File: src/bit_pkg.sv
package bit_pkg;

   localparam int MAX_WIDTH  = 64;
   localparam int MAX_HEIGHT = 64;
   localparam int ROW_AW     = $clog2(MAX_HEIGHT);
   localparam int CNT_W      = ROW_AW + 1;
   localparam int CFG_W      = 7;
   localparam int COL_W      = $clog2(MAX_WIDTH) + 1;

   typedef struct packed {
      logic [MAX_WIDTH-1:0] row_pixels;
      logic                 row_last;
   } req_type;

   typedef struct packed {
      logic [MAX_WIDTH-1:0] out_row_pixels;
      logic                 out_row_last;
   } rsp_type;

   // command from the loader to the thinning engine
   typedef struct packed {
      logic [COL_W-1:0] width;
      logic [CNT_W-1:0] height;
   } job_type;

   // neighbourhood transitions around a ring of eight pixels
   function automatic logic [3:0] crossings(input logic [7:0] s);
      logic [3:0] n;
      n = '0;
      for (int k = 0; k < 8; k++) begin
         if (!s[k] && s[(k + 1) % 8]) begin
            n = n + 4'd1;
         end
      end
      return n;
   endfunction

   // hilditch deletion test for the centre pixel; x[row][col], centre at [2][2]
   function automatic logic pixel_delete(input logic [4:0][4:0] x);
      logic p2, p3, p4, p5, p6, p7, p8, p9;
      logic [3:0] b, a1, a2, a4;
      p2 = x[1][2]; p3 = x[1][3]; p4 = x[2][3]; p5 = x[3][3];
      p6 = x[3][2]; p7 = x[3][1]; p8 = x[2][1]; p9 = x[1][1];
      a1 = crossings({p9, p8, p7, p6, p5, p4, p3, p2});
      a2 = crossings({x[0][1], p9, p8, 1'b1, p4, p3, x[0][3], x[0][2]});
      a4 = crossings({p2, 1'b1, p6, p5, x[3][4], x[2][4], x[1][4], p3});
      b  = 4'(p2) + 4'(p3) + 4'(p4) + 4'(p5) + 4'(p6) + 4'(p7) + 4'(p8) + 4'(p9);
      return x[2][2] && b > 4'd1 && b < 4'd7 && a1 == 4'd1 &&
             (!(p2 && p4 && p8) || a2 != 4'd1) &&
             (!(p2 && p4 && p6) || a4 != 4'd1);
   endfunction

endpackage

File: src/bit_front.sv
module bit_front (
   input  logic              clock,
   input  logic              reset,
   input  logic              req_push,
   output logic              req_full,
   input  bit_pkg::req_type  req_data,
   input  logic [6:0]        csr_width,
   input  logic              engine_busy,
   output logic              wr_en,
   output logic [bit_pkg::ROW_AW-1:0]    wr_addr,
   output logic [bit_pkg::MAX_WIDTH-1:0] wr_data,
   output logic              job_valid,
   output bit_pkg::job_type  job
);
   import bit_pkg::*;

   logic [CNT_W-1:0] rows_ff, rows_in;
   logic [COL_W-1:0] w_used;
   logic [MAX_WIDTH-1:0] mask;
   logic acc;

   // saturate width and build column mask
   always_comb begin
      if (csr_width > 7'(MAX_WIDTH)) w_used = COL_W'(MAX_WIDTH);
      else w_used = COL_W'(csr_width);
      for (int k = 0; k < MAX_WIDTH; k++) mask[k] = (k < int'(w_used));
   end

   assign req_full = engine_busy;
   assign acc      = req_push && !engine_busy;
   assign wr_en    = acc && (rows_ff < CNT_W'(MAX_HEIGHT));
   assign wr_addr  = rows_ff[ROW_AW-1:0];
   assign wr_data  = req_data.row_pixels & mask;

   // row counter
   always_comb begin
      rows_in = rows_ff;
      if (acc) begin
         if (req_data.row_last) rows_in = '0;
         else if (wr_en) rows_in = rows_ff + 1'b1;
      end
   end

   assign job_valid  = acc && req_data.row_last;
   assign job.width  = w_used;
   assign job.height = wr_en ? rows_ff + 1'b1 : rows_ff;

   always_ff @(posedge clock) begin
      if (reset) rows_ff <= '0;
      else rows_ff <= rows_in;
   end

   a_count_range: assert property (@(posedge clock) disable iff (reset)
      rows_ff <= CNT_W'(MAX_HEIGHT)) else $error("row count overflow");
   a_last_clears: assert property (@(posedge clock) disable iff (reset)
      job_valid |=> rows_ff == '0) else $error("count not cleared");
   a_no_write_busy: assert property (@(posedge clock) disable iff (reset)
      engine_busy |-> !wr_en) else $error("write while busy");
endmodule

File: config.mk
export PLATFORM = sky130hd
export DESIGN_NAME = bit_front
export DESIGN_NICKNAME = d
export VERILOG_FILES = /design/src/bit_pkg.sv /design/src/bit_front.sv
export SDC_FILE = /design/constraint.sdc
export NUM_CORES = 1
export LEC_CHECK = 0
export BUFFER_PORTS_ARGS = -buffer_cell sky130_fd_sc_hd__clkbuf_2
export CAP_MARGIN = 20
export CORE_UTILIZATION = 38
export CTS_BUF_LIST = sky130_fd_sc_hd__clkbuf_2
export DETAILED_ROUTE_END_ITERATION = 12
export GPL_TIMING_DRIVEN = 0
export HOLD_SLACK_MARGIN = 0.1
export PLACE_DENSITY = 0.93
export RECOVER_POWER = 25
export SLEW_MARGIN = 10
export SYNTH_ARGS = -nofsm -noshare
export SYNTH_HDL_FRONTEND = slang
export SYNTH_SLANG_ARGS = --single-unit
File: constraint.sdc
create_clock -name clock -period 3.03 [get_ports clock]
set_clock_uncertainty 0.05 [all_clocks]
set_input_delay 0.1515 -clock clock [delete_from_list [all_inputs] [get_ports clock]]
set_output_delay 0.1515 -clock clock [all_outputs]
set_load 0.01 [all_outputs]
Yosys cells after proc, flatten, opt, wreduce, memory -nomap -nowiden

Index checks and enable logic that the tools add are counted.

Bits in registers: 7
Bits of input ports: 76
Output and inout bits: 87

Mux-type cells: 3
Bitwise operators: 1
Reductions and logical operators: 4
Add/subtract/negate cells: 1
$lt $le $gt $ge: 66

Operators by type and width:

| operator              | count |
|---|---|
| $lt A6 B7 Y1 const A  | 32 |
| $lt A5 B7 Y1 const A  | 16 |
| $and A64 B64 Y64      | 1 |
| $lt A4 B7 Y1 const A  | 8 |
| $lt A3 B7 Y1 const A  | 4 |
| $mux W7               | 3 |
| $lt A1 B7 Y1 const A  | 2 |
| $lt A2 B7 Y1 const A  | 2 |
| $add A7 B1 Y7 const B | 1 |
| $gt A7 B7 Y1 const B  | 1 |
| $lt A7 B7 Y1 const B  | 1 |
| $logic_and A1 B1 Y1   | 3 |
| $logic_not A1 Y1      | 1 |

Longest topological paths before layout

Depth in word-level cells: 5
Depth in mapped cells: 6
Gate-level depth less buffers: 5

Worst setup path after synthesis

OpenSTA, ideal clock, no wires.

Path kind: input to output
Start: input port csr_width[6]
End: output port wr_data[14] (netlist bit)
Path slack: 1.569 ns
Arrival: 1.260 ns
Stages: 5
Buffers on the path: 1
Path through: buf_2 nor2b_1 and3_1 nand2_1 a21boi_0

RTL lines:

| element     | line            | source |
|---|---|---|
| from (decl) | bit_front.sv:7  | `input logic [6:0] csr_width,` |
| to (decl)   | bit_front.sv:11 | `output logic [bit_pkg::MAX_WIDTH-1:0] wr_data,` |

Final worst setup path

Start: input port csr_width[1]
End: output port wr_data[18] (netlist bit)

Longest elaborated chain between the ends: 4

RTL lines:

| element              | line            | source |
|---|---|---|
| $gt A7 B7 Y1         | bit_front.sv:24 | `if (csr_width > 7'(MAX_WIDTH)) w_used = COL_W'(MAX_WIDTH);` |
| $mux W7 (*)          | bit_front.sv:24 |  |
| $lt A5 B7 Y1 (*)     | bit_front.sv:26 | `for (int k = 0; k < MAX_WIDTH; k++) mask[k] = (k < int'(w_used));` |
| $and A64 B64 Y64 (*) | bit_front.sv:33 | `assign wr_data = req_data.row_pixels & mask;` |

Mark *: on every way between the ends. The rest lies on a longest branch, timed or not.

==> flow_summary_export.csv <==
group,metric,value,unit
flow_run,maxCapViolCount,0,
pwr,ir_worst_vdd,90.4,uV
cts,cts.sinks,7,
worst_setup_path,r2r_cells,5,
logic_synthesis,ys_warn_count,0,
cts,clk_pin_slew,0.09,ns
sta,rsz0062_at_grt,"no",
cells_and_area,reg_top3,"rows_ff x7",
sta,period_needed,1.97,ns
worst_setup_path,cp.arrival,1.77,ns
die,start_util,0.412,
worst_setup_path,required,2.83,ns
sta,tns,0,ns
pwr,power_density,197,nW/um^2
sta,setup_viol,0,
worst_setup_path,crit_type,"primary input to output port",
cells_and_area,area_delta_synth_final,60.0,%
routing,totalWireLength,6400,um
cells_and_area,fin_cells,439,
outcome,outcome,"completed",
grt,grt_usage,0.305,
place,dp_cells,435,
worst_setup_path,end_kind,"output port",
logic_synthesis,synth_cells,229,
pwr,p_leak,1.25,nW
cts,tritoncts,"built",
sta,fmax,507,MHz
die,io_pins,163,
cells_and_area,largest_register_ffs,7,
grt,grt_pass1_vias,2081,
logic_synthesis,async_flop_share,0,
grt,antenna_found_initial,0,
routing,drt-pass1-iter-count,4,
die,fp.dieW,63.3,um
cts,clock_latency,0.23,ns
cells_and_area,drive_above_1_share,0.425,
logic_synthesis,ys_dominant_reg_cell,"dfxtp_1",
cts,cts_buffers,3,
sta,hold_viol_final,0,
worst_setup_path,crit_start,"csr_width[1]",
sta,tightest_slew,0.555,ns
cts,root_buffer,"clkbuf_2",
routing,via_per_inst,5.33,
cts,post_cts_resized,0,
worst_setup_path,r2r-end,"rows_ff[4]",
grt,gr-total-overflow,0,
cells_and_area,utilization,0.660,
cells_and_area,final_common_cell,"clkbuf_2",
die,core,3470,um^2
cells_and_area,antenna_cells,0,
die,die_h,63.3,um
logic_synthesis,netlist_area,1430,um^2
cts,cts_buffer_depth,2,
die,row_count,21,
routing,drc,0,
routing,vias,2338,
routing,route.detailed.wl_per_inst,14.6,um
place,place_congestion,0.888,
cells_and_area,final_cell_mix,"clkbuf_2, nand2_1, clkbuf_1",
worst_setup_path,r2r-start,"rows_ff[6]",
worst_setup_path,critPathMaxFanout,10,
worst_setup_path,crit_path_end,"wr_data[18]",
worst_hold_path,worstHoldPathType,"primary input to register",
cts,cts_setup_buffers,0,
cts,cts.htree.levels,1,
place,io_buffers,160,
logic_synthesis,synth-seq-cells,7,
sta,finalMaxSlewViolations,0,
cells_and_area,top_register,"rows_ff",
routing,drtIter0Drc,150,
worst_setup_path,start_kind,"primary input",
sta,max_slew_margin,0.629,
grt,grt_pass1_wl,9740,um
logic_synthesis,synth_cell_types,38,
cts,cts_hold_buf,0,
sta,fin_crit_sh,0.651,
die,die-area,4010,um^2
worst_setup_path,r2r_slack,1.44,ns
logic_synthesis,synth_nets,306,
logic_synthesis,ys_seq_area_frac,0.0980,
cells_and_area,nets,471,
pwr,finalPower,0.000450,W
routing,drtAntennaViolNets,0,
grt,grt_max_degree,11,
logic_synthesis,synth.avg_cell_area,6.25,um^2
logic_synthesis,synth_edf_count,0,
place,place_hpwl,5350,um
logic make-up after synthesis:
kind of cell / after synthesis / synth area share
fa+ha+maj: 1 / 0.00875
simple gates: 98 / 0.357
compound gates: 87 / 0.395
mux: 1 / 0.00787
flops: 7 / 0.0980
buf+inv: 30 / 0.103
xor+xnor: 5 / 0.0306
synth_stat cells (all sizes together) (3+ instances only):
cell type | n | area share
a21oi | 24 | 0.084
o21a | 12 | 0.063
dfxtp | 7 | 0.098
nand4 | 3 | 0.013
o211a | 3 | 0.021
and3 | 4 | 0.017
nor3b | 5 | 0.030
buf | 16 | 0.066
nand3 | 3 | 0.010
nor2 | 20 | 0.052
nor2b | 17 | 0.074
nand2b | 3 | 0.013
xnor2 | 4 | 0.024
nand2 | 26 | 0.068
o21ai | 18 | 0.063
and2 | 9 | 0.039
clkbuf | 10 | 0.027
inv | 4 | 0.010
a21boi | 20 | 0.10
a21o | 3 | 0.016
stage by stage:
step                cell area (um^2)  hold WS, ns  setup slack [ns]
floorplan                       1430        0.171              1.57
CTS                             2310        0.133              1.23
detailed placement              2290        0.380              1.24
global route                    2290        0.137             0.878
global placement                2290        0.373              1.25
finish                          2290        0.139              1.06
report_power, final:
group / total, W / internal [W] / switching [W]
registers: 0.0000939 / 0.0000927 / 0.00000126
clock network: 0.0000708 / 0.0000351 / 0.0000357
logic: 0.000285 / 0.000125 / 0.000160
worst max-delay path, cell delays in order:
cell and delay (ns):
clkbuf_2 0.09, clkbuf_1 0.32, a21o_1 0.20, nor2b_1 0.47, o21ai_0 0.17, a21boi_0 0.20
clkbuf_2 0.16
final cells by class:
type,instances,area (um^2)
Tap cell,46,57.6
Buffer,26,128
Clock buffer,4,20.0
Fill cell,336,1180
Inverter,4,15.0
Sequential cell,7,140
Multi-Input combinational cell,192,1140
Timing Repair Buffer,160,786
how the worst min path moves through the flow:
stage / startpoint / to / slack (ns) / cells after the start
final: reset / rows_ff[3] / 0.14 / 2
after global placement: reset / rows_ff[5] / 0.37 / 2
after floorplan: reset / rows_ff[5] / 0.17 / 1
after CTS: reset / rows_ff[3] / 0.13 / 2
after detailed placement: reset / rows_ff[0] / 0.38 / 2
after global routing: reset / rows_ff[5] / 0.14 / 2
metal layers:
metal,GRT usage,vias to the layer above,share of wire
met3,0.0344,20,0.085
met2,0.565,142,0.52
met4,0.108,0,0.029
met5,0,-,0
li1,-,1126,-
met1,0.355,1050,0.37
Power figures use the tool's default switching activity.
